### config.mk
export PLATFORM = sky130hd
export DESIGN_NAME = track_candidate_confirm_table
export DESIGN_NICKNAME = d
export VERILOG_FILES = /design/src/rtl/tcct_pkg.sv /design/src/rtl/track_candidate_confirm_table.sv /design/src/rtl/tcct_mul.sv
export SDC_FILE = /design/constraint.sdc
export NUM_CORES = 2
export LEC_CHECK = 0
export BUFFER_PORTS_ARGS = -buffer_cell sky130_fd_sc_hd__buf_4
export CAP_MARGIN = 0
export CORE_ASPECT_RATIO = 1.75
export CORE_MARGIN = 1.5
export CORE_UTILIZATION = 42
export CTS_BUF_LIST = sky130_fd_sc_hd__clkbuf_16
export CTS_CLUSTER_SIZE = 8
export DETAILED_ROUTE_END_ITERATION = 10
export GPL_ROUTABILITY_DRIVEN = 0
export MAX_ROUTING_LAYER = met4
export SYNTH_ARGS = -nofsm -noshare
export SYNTH_HDL_FRONTEND = slang
export SYNTH_SLANG_ARGS = --single-unit
### constraint.sdc
create_clock -name clk -period 11.7 [get_ports clk]
set_input_delay 2.34 -clock clk [delete_from_list [all_inputs] [get_ports clk]]
set_output_delay 2.34 -clock clk [all_outputs]
set_load 0.01 [all_outputs]
### src/rtl/tcct_pkg.sv
// tcct_pkg: shared constants for the track candidate confirm table
// holds action, result and register codes, reset values and gate scale factors
// no dependencies
`default_nettype none

package tcct_pkg;

  // default geometry
  localparam int unsigned TABLE_ENTRIES_DEF = 16;
  localparam int unsigned COORD_BITS_DEF    = 12;

  // configuration port
  localparam int unsigned CFG_INDEX_BITS = 2;
  localparam int unsigned CFG_DATA_BITS  = 8;
  localparam logic [CFG_INDEX_BITS-1:0] REG_AGE_CAP       = 2'd0;
  localparam logic [CFG_INDEX_BITS-1:0] REG_QUALIFY_COUNT = 2'd1;
  localparam logic [CFG_INDEX_BITS-1:0] REG_RATE_SCALE    = 2'd2;

  localparam logic [CFG_DATA_BITS-1:0] AGE_CAP_RST       = 8'd15;
  localparam logic [CFG_DATA_BITS-1:0] QUALIFY_COUNT_RST = 8'd4;
  localparam logic [CFG_DATA_BITS-1:0] RATE_SCALE_RST    = 8'd25;

  // actions
  localparam int unsigned ACTION_BITS = 2;
  localparam logic [ACTION_BITS-1:0] ACT_TICK    = 2'd0;
  localparam logic [ACTION_BITS-1:0] ACT_FEED    = 2'd1;
  localparam logic [ACTION_BITS-1:0] ACT_HARVEST = 2'd2;
  localparam logic [ACTION_BITS-1:0] ACT_NONE    = 2'd3;

  // result codes
  localparam int unsigned CODE_BITS = 3;
  localparam logic [CODE_BITS-1:0] RES_MATCHED   = 3'd0;
  localparam logic [CODE_BITS-1:0] RES_ADDED     = 3'd1;
  localparam logic [CODE_BITS-1:0] RES_DROPPED   = 3'd2;
  localparam logic [CODE_BITS-1:0] RES_TICK      = 3'd3;
  localparam logic [CODE_BITS-1:0] RES_HARVESTED = 3'd4;
  localparam logic [CODE_BITS-1:0] RES_NONE      = 3'd5;

  // gate: 100*rate^2*d^2 < 529*w^2, i.e. rate*d < 2.3*w
  localparam int unsigned RATE_SQ_SCALE  = 100;
  localparam int unsigned WIDTH_SQ_SCALE = 529;
  localparam int unsigned RS_SQ_BITS     = 2 * CFG_DATA_BITS;
  // 100 * 255^2 fits in 23 bits
  localparam int unsigned K_BITS         = 23;

  // per-entry counters
  localparam int unsigned COUNT_BITS = 8;

endpackage

`default_nettype wire

### src/rtl/track_candidate_confirm_table.sv
// track_candidate_confirm_table: top level of the candidate window table
// depends on tcct_pkg and tcct_mul
`default_nettype none

// Table of unconfirmed detection windows kept oldest first in a single-port-read,
// single-port-write memory with a fill count (no clearing pass after reset).
// One transaction is taken at a time; in_ready is high only while the block is idle.
// A tick or harvest sweeps the table one entry at a time, reading and then evaluating
// each entry and compacting removed entries in place. A feed first derives the rate
// factor, then examines entries in order up to the first match, each through read, dx
// and dy squares, sum, scaled product, width square, scaled width and compare; this cost
// is set by the one shared multiplier, which forms each square and scaled product in turn.
// Results leave through an output register; extra cycles are added only while
// out_ready holds a result back.

module track_candidate_confirm_table
  import tcct_pkg::*;
#(
  parameter int unsigned TABLE_ENTRIES = TABLE_ENTRIES_DEF,
  parameter int unsigned COORD_BITS    = COORD_BITS_DEF
) (
  input  wire logic                      clk,
  input  wire logic                      rst,
  // configuration
  input  wire logic                      cfg_write_en,
  input  wire logic [CFG_INDEX_BITS-1:0] cfg_index,
  input  wire logic [CFG_DATA_BITS-1:0]  cfg_data,
  // input channel
  input  wire logic                      in_valid,
  output logic                           in_ready,
  input  wire logic [ACTION_BITS-1:0]    action,
  input  wire logic [COORD_BITS-1:0]     win_x,
  input  wire logic [COORD_BITS-1:0]     win_y,
  input  wire logic [COORD_BITS-1:0]     win_w,
  input  wire logic [COORD_BITS-1:0]     win_h,
  // output channel
  output logic                           out_valid,
  input  wire logic                      out_ready,
  output logic [CODE_BITS-1:0]           result_code,
  output logic [COORD_BITS-1:0]          out_x,
  output logic [COORD_BITS-1:0]          out_y,
  output logic [COORD_BITS-1:0]          out_w,
  output logic [COORD_BITS-1:0]          out_h,
  output logic                           last_of_run
);

  localparam int unsigned C         = COORD_BITS;
  localparam int unsigned IDX_BITS  = $clog2(TABLE_ENTRIES);
  localparam int unsigned CNT_BITS  = $clog2(TABLE_ENTRIES + 1);
  localparam int unsigned CB        = C + 1;
  localparam int unsigned D2_BITS   = 2 * C + 3;
  localparam int unsigned MA        = D2_BITS;
  localparam int unsigned MB        = (C + 1 > K_BITS) ? C + 1 : K_BITS;
  localparam int unsigned P_BITS    = MA + MB;
  localparam logic [CNT_BITS-1:0] FULL_COUNT = CNT_BITS'(TABLE_ENTRIES);

  // sequencer states
  localparam int unsigned ST_BITS = 5;
  localparam logic [ST_BITS-1:0] S_IDLE = 5'd0;
  localparam logic [ST_BITS-1:0] S_K1   = 5'd1;
  localparam logic [ST_BITS-1:0] S_K2   = 5'd2;
  localparam logic [ST_BITS-1:0] S_K3   = 5'd3;
  localparam logic [ST_BITS-1:0] S_FRD  = 5'd4;
  localparam logic [ST_BITS-1:0] S_FDX  = 5'd5;
  localparam logic [ST_BITS-1:0] S_FDY  = 5'd6;
  localparam logic [ST_BITS-1:0] S_FSUM = 5'd7;
  localparam logic [ST_BITS-1:0] S_FLHS = 5'd8;
  localparam logic [ST_BITS-1:0] S_FW   = 5'd9;
  localparam logic [ST_BITS-1:0] S_FW2  = 5'd10;
  localparam logic [ST_BITS-1:0] S_FCMP = 5'd11;
  localparam logic [ST_BITS-1:0] S_FEND = 5'd12;
  localparam logic [ST_BITS-1:0] S_CRD  = 5'd13;
  localparam logic [ST_BITS-1:0] S_CEV  = 5'd14;
  localparam logic [ST_BITS-1:0] S_CFIN = 5'd15;
  localparam logic [ST_BITS-1:0] S_EMIT = 5'd16;

  typedef struct packed {
    logic [C-1:0]          left;
    logic [C-1:0]          top;
    logic [C-1:0]          width;
    logic [C-1:0]          height;
    logic [COUNT_BITS-1:0] life;
    logic [COUNT_BITS-1:0] hits;
  } entry_t;

  // control and configuration registers
  logic [ST_BITS-1:0]       state;
  logic [CNT_BITS-1:0]      count;
  logic [CNT_BITS-1:0]      rp;
  logic [CNT_BITS-1:0]      wp;
  logic [CFG_DATA_BITS-1:0] age_cap;
  logic [CFG_DATA_BITS-1:0] qualify_count;
  logic [CFG_DATA_BITS-1:0] rate_scale;

  // working registers
  logic [ACTION_BITS-1:0] act;
  logic [C-1:0]           fx, fy, fw, fh;
  logic [K_BITS-1:0]      k_scale;
  logic [D2_BITS-1:0]     d2;
  logic [P_BITS-1:0]      lhs;
  logic                   pend_valid;
  logic [C-1:0]           pend_x, pend_y, pend_w, pend_h;
  logic [CODE_BITS-1:0]   em_code;
  logic [C-1:0]           em_x, em_y, em_w, em_h;

  // memory ports
  entry_t                 mem [TABLE_ENTRIES];
  entry_t                 mem_rdata;
  entry_t                 mem_wdata;
  logic                   mem_re, mem_we;
  logic [IDX_BITS-1:0]    mem_raddr, mem_waddr;

  // multiplier ports
  logic [MA-1:0]          mul_a;
  logic [MB-1:0]          mul_b;
  logic [P_BITS-1:0]      mul_prod;

  // output load
  logic                   out_load;
  logic [CODE_BITS-1:0]   ld_code;
  logic [C-1:0]           ld_x, ld_y, ld_w, ld_h;
  logic                   ld_last;

  // datapath helpers
  logic [CB-1:0]          cx, cy, ex, ey, dx, dy;
  logic [COUNT_BITS-1:0]  life_inc, hits_inc;
  logic                   out_free;
  logic                   more;
  logic                   gate_hit;
  logic                   keep_tick;
  logic                   qual;

  tcct_mul #(
    .A_BITS(MA),
    .B_BITS(MB)
  ) u_mul (
    .clk (clk),
    .a   (mul_a),
    .b   (mul_b),
    .prod(mul_prod)
  );

  // entry memory, registered read
  always_ff @(posedge clk) begin
    if (mem_we) begin
      mem[mem_waddr] <= mem_wdata;
    end
    if (mem_re) begin
      mem_rdata <= mem[mem_raddr];
    end
  end

  // centers, distances and saturating counters
  assign cx = CB'(fx) + CB'(fw[C-1:1]);
  assign cy = CB'(fy) + CB'(fh[C-1:1]);
  assign ex = CB'(mem_rdata.left) + CB'(mem_rdata.width[C-1:1]);
  assign ey = CB'(mem_rdata.top) + CB'(mem_rdata.height[C-1:1]);
  assign dx = (cx > ex) ? cx - ex : ex - cx;
  assign dy = (cy > ey) ? cy - ey : ey - cy;
  assign life_inc = (&mem_rdata.life) ? mem_rdata.life : mem_rdata.life + 1'b1;
  assign hits_inc = (&mem_rdata.hits) ? mem_rdata.hits : mem_rdata.hits + 1'b1;

  assign out_free  = !out_valid || out_ready;
  assign more      = rp < count;
  assign gate_hit  = lhs < mul_prod;
  assign keep_tick = !(mem_rdata.life > age_cap);
  assign qual      = mem_rdata.hits > qualify_count;
  assign in_ready  = (state == S_IDLE);

  // memory, multiplier and output steering per state
  always_comb begin
    mem_re    = 1'b0;
    mem_raddr = rp[IDX_BITS-1:0];
    mem_we    = 1'b0;
    mem_waddr = wp[IDX_BITS-1:0];
    mem_wdata = mem_rdata;
    mul_a     = '0;
    mul_b     = '0;
    out_load  = 1'b0;
    ld_code   = em_code;
    ld_x      = em_x;
    ld_y      = em_y;
    ld_w      = em_w;
    ld_h      = em_h;
    ld_last   = 1'b1;
    case (state)
      S_K1: begin
        mul_a = MA'(rate_scale);
        mul_b = MB'(rate_scale);
      end
      S_K2: begin
        mul_a = MA'(mul_prod[RS_SQ_BITS-1:0]);
        mul_b = MB'(RATE_SQ_SCALE);
      end
      S_FRD, S_CRD: begin
        mem_re = more;
      end
      S_FDX: begin
        mul_a = MA'(dx);
        mul_b = MB'(dx);
      end
      S_FDY: begin
        mul_a = MA'(dy);
        mul_b = MB'(dy);
      end
      S_FLHS: begin
        mul_a = d2;
        mul_b = MB'(k_scale);
      end
      S_FW: begin
        mul_a = MA'(mem_rdata.width);
        mul_b = MB'(mem_rdata.width);
      end
      S_FW2: begin
        mul_a = MA'(mul_prod[2*C-1:0]);
        mul_b = MB'(WIDTH_SQ_SCALE);
      end
      S_FCMP: begin
        // matched entry takes the fed window
        if (gate_hit) begin
          mem_we    = 1'b1;
          mem_waddr = rp[IDX_BITS-1:0];
          mem_wdata = '{left: fx, top: fy, width: fw, height: fh,
                        life: mem_rdata.life, hits: hits_inc};
        end
      end
      S_FEND: begin
        // append at the tail when there is room
        if (count < FULL_COUNT) begin
          mem_we    = 1'b1;
          mem_waddr = count[IDX_BITS-1:0];
          mem_wdata = '{left: fx, top: fy, width: fw, height: fh,
                        life: '0, hits: '0};
        end
      end
      S_CEV: begin
        if (act == ACT_TICK) begin
          if (keep_tick) begin
            mem_we    = 1'b1;
            mem_wdata = mem_rdata;
            mem_wdata.life = life_inc;
          end
        end else if (!qual) begin
          mem_we = 1'b1;
        end else if (pend_valid && out_free) begin
          // earlier harvested window goes out, not the last one
          out_load = 1'b1;
          ld_code  = RES_HARVESTED;
          ld_x     = pend_x;
          ld_y     = pend_y;
          ld_w     = pend_w;
          ld_h     = pend_h;
          ld_last  = 1'b0;
        end
      end
      S_EMIT: begin
        out_load = out_free;
      end
      default: begin
      end
    endcase
  end

  // output register
  always_ff @(posedge clk) begin
    if (rst) begin
      out_valid <= 1'b0;
    end else if (out_load) begin
      out_valid <= 1'b1;
    end else if (out_ready) begin
      out_valid <= 1'b0;
    end
    if (out_load) begin
      result_code <= ld_code;
      out_x       <= ld_x;
      out_y       <= ld_y;
      out_w       <= ld_w;
      out_h       <= ld_h;
      last_of_run <= ld_last;
    end
  end

  // sequencer
  always_ff @(posedge clk) begin
    if (rst) begin
      state      <= S_IDLE;
      count      <= '0;
      rp         <= '0;
      wp         <= '0;
      pend_valid <= 1'b0;
    end else begin
      case (state)
        S_IDLE: begin
          if (in_valid) begin
            rp         <= '0;
            wp         <= '0;
            pend_valid <= 1'b0;
            case (action)
              ACT_TICK, ACT_HARVEST: state <= S_CRD;
              ACT_FEED:              state <= S_K1;
              default:               state <= S_IDLE;
            endcase
          end
        end
        S_K1: state <= S_K2;
        S_K2: state <= S_K3;
        S_K3: state <= S_FRD;
        S_FRD: state <= more ? S_FDX : S_FEND;
        S_FDX: state <= S_FDY;
        S_FDY: state <= S_FSUM;
        S_FSUM: state <= S_FLHS;
        S_FLHS: state <= S_FW;
        S_FW: state <= S_FW2;
        S_FW2: state <= S_FCMP;
        S_FCMP: begin
          if (gate_hit) begin
            state <= S_EMIT;
          end else begin
            rp    <= rp + 1'b1;
            state <= S_FRD;
          end
        end
        S_FEND: begin
          if (count < FULL_COUNT) begin
            count <= count + 1'b1;
          end
          state <= S_EMIT;
        end
        S_CRD: state <= more ? S_CEV : S_CFIN;
        S_CEV: begin
          if (act == ACT_TICK) begin
            if (keep_tick) begin
              wp <= wp + 1'b1;
            end
            rp    <= rp + 1'b1;
            state <= S_CRD;
          end else if (!qual) begin
            wp    <= wp + 1'b1;
            rp    <= rp + 1'b1;
            state <= S_CRD;
          end else if (!pend_valid || out_free) begin
            pend_valid <= 1'b1;
            rp         <= rp + 1'b1;
            state      <= S_CRD;
          end
        end
        S_CFIN: begin
          count <= wp;
          state <= S_EMIT;
        end
        S_EMIT: begin
          if (out_free) begin
            state <= S_IDLE;
          end
        end
        default: state <= S_IDLE;
      endcase
    end
  end

  // working data, no reset needed
  always_ff @(posedge clk) begin
    case (state)
      S_IDLE: begin
        if (in_valid) begin
          act <= action;
          fx  <= win_x;
          fy  <= win_y;
          fw  <= win_w;
          fh  <= win_h;
        end
      end
      S_K3: k_scale <= mul_prod[K_BITS-1:0];
      S_FDY: d2 <= mul_prod[D2_BITS-1:0];
      S_FSUM: d2 <= d2 + mul_prod[D2_BITS-1:0];
      S_FW: lhs <= mul_prod;
      S_FCMP: begin
        em_code <= RES_MATCHED;
        em_x    <= fx;
        em_y    <= fy;
        em_w    <= fw;
        em_h    <= fh;
      end
      S_FEND: begin
        em_code <= (count < FULL_COUNT) ? RES_ADDED : RES_DROPPED;
        em_x    <= fx;
        em_y    <= fy;
        em_w    <= fw;
        em_h    <= fh;
      end
      S_CEV: begin
        if (act != ACT_TICK && qual && (!pend_valid || out_free)) begin
          pend_x <= mem_rdata.left;
          pend_y <= mem_rdata.top;
          pend_w <= mem_rdata.width;
          pend_h <= mem_rdata.height;
        end
      end
      S_CFIN: begin
        if (act == ACT_TICK) begin
          em_code <= RES_TICK;
          em_x    <= '0;
          em_y    <= '0;
          em_w    <= '0;
          em_h    <= '0;
        end else if (pend_valid) begin
          em_code <= RES_HARVESTED;
          em_x    <= pend_x;
          em_y    <= pend_y;
          em_w    <= pend_w;
          em_h    <= pend_h;
        end else begin
          em_code <= RES_NONE;
          em_x    <= '0;
          em_y    <= '0;
          em_w    <= '0;
          em_h    <= '0;
        end
      end
      default: begin
      end
    endcase
  end

  // configuration writes
  always_ff @(posedge clk) begin
    if (rst) begin
      age_cap       <= AGE_CAP_RST;
      qualify_count <= QUALIFY_COUNT_RST;
      rate_scale    <= RATE_SCALE_RST;
    end else if (cfg_write_en) begin
      case (cfg_index)
        REG_AGE_CAP:       age_cap       <= cfg_data;
        REG_QUALIFY_COUNT: qualify_count <= cfg_data;
        REG_RATE_SCALE:    rate_scale    <= cfg_data;
        default: begin
        end
      endcase
    end
  end

endmodule

`default_nettype wire

### src/rtl/tcct_mul.sv
// tcct_mul: shared unsigned multiplier with a registered product
// used by the gate sequencer for every square and scale product
// depends on nothing
`default_nettype none

module tcct_mul #(
  parameter int unsigned A_BITS = 27,
  parameter int unsigned B_BITS = 23
) (
  input  wire logic                     clk,
  input  wire logic [A_BITS-1:0]        a,
  input  wire logic [B_BITS-1:0]        b,
  output logic      [A_BITS+B_BITS-1:0] prod
);

  // product is registered from the operands
  always_ff @(posedge clk) begin
    prod <= (A_BITS+B_BITS)'(a) * (A_BITS+B_BITS)'(b);
  end

endmodule

`default_nettype wire

---- Yosys cells after proc, flatten, opt, wreduce, memory -nomap -nowiden ----
Memory sizes are Yosys's and may differ from the RTL's. A register that Yosys moved wholly into a read port is not among the register bits.
Cells that the tools add are included.
W data, S select, Z words.
word-level totals
  output and inout bits ................... 54
  bits in read-only memories .............. 0
  memory bits (writable) .................. 1024
  memories ................................ 1
  register bits after elaboration ......... 397
  latch bits .............................. 0
  input port bits ......................... 65
cells by class
  reduce and logical (&&, ||, !) cells .... 36
  mux-type cells .......................... 94
  bitwise logic cells ..................... 2
  add/sub/neg operators ................... 14
  div/mod/pow operators ................... 0
  shifts and indexed selects .............. 0
  multiply operators ...................... 1
  eq/ne operators ......................... 30
  order comparisons ....................... 7
memory list
  memory  depth  bits a word  rd ports  clocked after memory_dff  write ports  line                                  RTL
  mem     16     64           1         1                         1            track_candidate_confirm_table.sv:107  entry_t mem [TABLE_ENTRIES];
operators with widths
  operator               count
  $mux W12               24
  $pmux W64 S3           1
  $pmux W27 S7           1
  $pmux W23 S7           1
  $mux W64               2
  $pmux W12 S2           4
  $pmux W5 S16           1
  $mux W5                15
  $pmux W27 S2           1
  $add A12 B11 Y13       4
  $sub A13 B13 Y13       4
  $lt A50 B50 Y1         1
  $mul A27 B23 Y50       1
  $eq A5 B4 Y1 const B   8
  $mux W16               2
  $add A27 B27 Y27       1
  $gt A13 B13 Y1         2
  $mux W13               2
  $eq A5 B3 Y1 const B   4
  $mux W1                20
  $pmux W5 S2            2
  $add A8 B1 Y8 const B  2
  $gt A8 B8 Y1           2
  $mux W8                2
  34 further kinds       77

---- Depth between registers and ports, before layout ----
  word-level depth ........................ 8
  gate-level depth with buffers ........... 54
  gate-level depth less buffers ........... 51

---- Cells and area by module ----
A second synthesis with hierarchy kept.
second synthesis, totals
  cells, all modules ...................... 6088
  area total of the unflattened synthesis .. 83475.1 um^2
modules (own cells, without submodules)
  module                         area each (um^2)  cells an instance  instances
  track_candidate_confirm_table  62222.2           3711               1
  tcct_mul                       21252.9           2377               1

---- Worst setup path before layout ----
OpenSTA, ideal clock, no wires.
  path type ............................... register to register
  start ................................... register count[1]
  end ..................................... register, netlist name mem_rdata[0]
  clock period less this slack ............ 11.998 ns
  library setup time ...................... 0.828 ns
  setup slack ............................. -0.298 ns
  arrival time ............................ 11.169 ns
  cell stages (with the launch flop) ...... 9
  data required time ...................... 10.872 ns
  cell sequence ........................... dfxtp_1 > inv_1 > ha_1 > a21o_1 > a21oi_1 > nor2b_1 > o21ai_0 > nand2b_1 > a2111oi_0
on the way
  word-level cells in the longest chain between the ends .. 2
ends and longest elaborated chain
  item                    line                                  RTL
  start, declared         track_candidate_confirm_table.sv:88   logic [CNT_BITS-1:0] count;
  start signal, assigned  track_candidate_confirm_table.sv:325  count <= count + 1'b1;
  start signal, assigned  track_candidate_confirm_table.sv:348  count <= wp;
  $lt A5 B5 Y1            track_candidate_confirm_table.sv:164  assign more = rp < count;
  $mux W1                 track_candidate_confirm_table.sv:186  case (state)
  net mem_re              track_candidate_confirm_table.sv:110  logic mem_re, mem_we;
The timed path passes the listed nets, and every way through them passes these cells.
A chain may end at the register's enable or synchronous reset.

---- Final worst setup path ----
  start ................................... register fy[0]
  end ..................................... register u_mul.prod[44]
on the way
  word-level cells in the longest chain between the ends .. 5
ends and longest elaborated chain
  item                                                line                                  RTL
  start, declared                                     track_candidate_confirm_table.sv:97   logic [C-1:0] fx, fy, fw, fh;
  start signal, assigned                              track_candidate_confirm_table.sv:368  fy <= win_y;
  $add A12 B11 Y13 (*)                                track_candidate_confirm_table.sv:155  assign cy = CB'(fy) + CB'(fh[C-1:1]);
  $sub A13 B13 Y13 or $gt A13 B13 Y1 (tied branches)  track_candidate_confirm_table.sv:159  assign dy = (cy > ey) ? cy - ey : ey - cy;
  $mux W13 (*)                                        track_candidate_confirm_table.sv:159
  $pmux W27 S7 or $pmux W23 S7 (tied branches)        track_candidate_confirm_table.sv:186
  $mul A27 B23 Y50 (*)                                tcct_mul.sv:18                        prod <= (A_BITS+B_BITS)'(a) * (A_BITS+B_BITS)'(b);
  end signal, assigned                                tcct_mul.sv:18
  end, declared                                       tcct_mul.sv:13                        output logic [A_BITS+B_BITS-1:0] prod
Mark *: on every way between the ends. The rest lies on a longest branch, timed or not.

==> out/qor.yml <==
cp.depth: 53
drive_above_1_share_pct: 22.5
synth.most_common_cell: "edfxtp_1"
grt_max_degree: 87
reg2reg_depth: 53
p_per_area_nw_per_um2: 211
synth_top_area_share_pct: 50.4
syn_area_per_cell_sq_um: 13.7
dpl.hpwl_um: 183000
finalClockSkew_ns: 0.106
final-seq-area_sq_um: 43600
die_area_sq_um: 200000
overflow: 0
drtIter0Drc: 4428
end_kind: "register"
dpl_worst_slack_ns: -0.744
outcome: "finished with violations"
fin_cells: 9346
vias_per_cell: 5.67
ys_seq_area_share_pct: 52.8
setup_viol: 0
path_common_cell: "fa_1"
numCtsBuffers: 213
routedWlPerCell_um: 27.8
tightest_slew_ns: 1.53
cts_tree: "built"
synth_edf_count: 1389
worst_ep_required_time_ns: 12.39
grt_usage_pct: 26.7
core_area_sq_um: 196000
cp_top_family: "adder cells"
fmax_mhz: 86.7
holdPathStages: 0
maxCapViolCount: 0
yosysUniqueCellTypes: 80
htreeDepth: 4
detail-route-antenna-nets: 0
syn_to_final_growth_pct: 17.8
dominantRegCellSynth: "edfxtp_1"
slew_violations: 8
ys_ff_latch: 1485
clockBufferDepth: 4
antenna_found_initial: 10
yosys.area.top_type: "edfxtp_1"
hold_viol_final: 0
pin_count: 119
crit_fanout: 10
first_pass_iters: 6
crit_buf_inv: 14
die_y_um: 590
net-switching-power_mw: 7.42
p_leak_nw: 37.4
cpPeakStageDelay_ns: 0.62
intPower_mw: 13.1
timing.final.ws_setup_ns: 0.172
synth_area_leaders: "edfxtp_1, fa_1, mux4_2"
numPortBuffers: 118
hold_class: "reg2reg"
rsz0062_at_grt: "true"
violations: "slew limit"
route.detailed.drc: 0
die_w_um: 338
hold_buffers: 0
cts_root_buffer: "clkbuf_16"
fillCellCount: 17062
initial_core_util_pct: 42.2
rows: 215
dp.cells: 8965
timing.slew.headroom_pct: -2.02
nets: 7599
p_sw_share_pct: 36.1
synth_commonest_cells: "edfxtp_1, inv_1, nand2_1"
p_seq_share_pct: 31.4
path_clk_slew_ns: 0.05
critPathSlowestCell: "fa_2"
power_frac_clock_pct: 26.6
vias: 52990
worstSkewPairLatency_ns: 0.86
combPwrFrac_pct: 42.0
async_reset_ff_share_pct: 0
crit_type: "reg2reg"
routed_wl_um: 260000
clock_sinks: 1485
syn_nets: 7002
synthesis.area_sq_um: 82700
power.total_mw: 20.6
finish.utilization_pct: 49.7
crit_arrival_ns: 12.22
grt_pass1_vias: 56371
grt_pass1_wl_um: 376000
syn_inst: 6036
multi_input_area_sq_um: 36300
final.period_utilization_pct: 98.5
fin_crit_ns: 11.53
peakVddDrop_v: 0.000157
start_kind: "register"
synth_warnings: 0
[worst reg2reg max path: cells and delay by family, from the launching register on]
kind / cells / cell delay (ns)
DFF: 1 / 0.41
and+or+nand+nor: 8 / 1.41
xor gates and xnor gates: 2 / 0.32
adders and majority gates: 11 / 4.86
muxes: 1 / 0.25
buffers and inverters: 14 / 1.66
AOI/OAI and AO/OA: 17 / 2.45
[power by group through the flow]
stage	combinational, mW	sequential [mW]	clock, mW
6_report	8.63	6.46	5.46
5_1_grt	9.25	6.47	5.73
4_1_cts	7.96	6.46	5.55
3_5_place_dp	7.80	6.57	0
3_3_place_gp	7.71	6.56	0
2_1_floorplan	4.54	6.39	0
[cell type report]
type | instances | area share, %
tap | 2604 | 3.34
antenna | 8 | 0.0206
clock buffer | 215 | 5.52
inverter | 744 | 2.87
timing repair buffer | 665 | 5.69
clock inverter | 101 | 0.493
multi-input combinational | 3524 | 37.3
sequential | 1485 | 44.8
[metrics by stage]
step	area (sq um)	setup TNS, ns	hold slack (ns)
floorplan	82700	0	0.408
global placement	90000	-9.45	0.413
detailed placement	90000	-11.89	0.414
CTS	96200	0	0.425
global route	97400	-1.51	0.438
finish	97400	0	0.425
[metal layers]
| layer | share of wire [%] | global-route usage, % |
|---|---|---|
| met4 | 9.2 | 19.6 |
| met5 | 0 | - |
| met1 | 33 | 27.6 |
| met3 | 6.2 | 3.84 |
| met2 | 51 | 46.3 |
[cell usage in the layout (no fill, tap or decap), types with 93 or more instances in the layout]
cell type / Yosys / final
dfxtp_1: 96 / 93
clkbuf_16: 0 / 217
buf_4: 4 / 612
nand2_1: 710 / 702
ha_1: 370 / 352
mux4_2: 320 / 320
edfxtp_1: 1389 / 1389
a21o_1: 100 / 99
o21ai_0: 180 / 160
inv_1: 744 / 816
fa_1: 531 / 505
a21oi_1: 200 / 167
nor2_1: 310 / 284
[timing repair]
item,CTS,global route
gates cloned,0,2
pin swaps,20,152
resized for setup,44,195
setup endpoints to repair,26,26
setup buffers,15,41
[registers in the layout (all words and copies together), names as in the netlist, 23 cells and up]
signal,count
mem,1024
u_mul.prod,50
mem_rdata,64
d2,27
lhs,50
k_scale,23
[final timing paths]
check	startpoint	slack (ns)	endpoint
max reg2reg	fy[0]$_DFFE_PP_	0.17	u_mul.prod[44]$_DFF_P_
min	u_mul.prod[45]$_DFF_P_	0.42	lhs[45]$_DFFE_PN_
max	fy[0]$_DFFE_PP_	0.17	u_mul.prod[44]$_DFF_P_
min reg2reg	u_mul.prod[45]$_DFF_P_	0.42	lhs[45]$_DFFE_PN_
[cells by family (layout without fill, tap and decap cells)]
kind of cell	Yosys count	in the layout	share of synthesized area [%]
other cells	0	8	0
simple gates	1346	1346	6.96
mux	412	412	9.91
xor+xnor	135	135	1.43
compound gates	730	730	5.73
fa+ha+maj	901	901	18.5
buf+inv	1027	1725	4.75
flops	1485	1485	52.8
No activity file was read; power rests on OpenSTA's default activity.
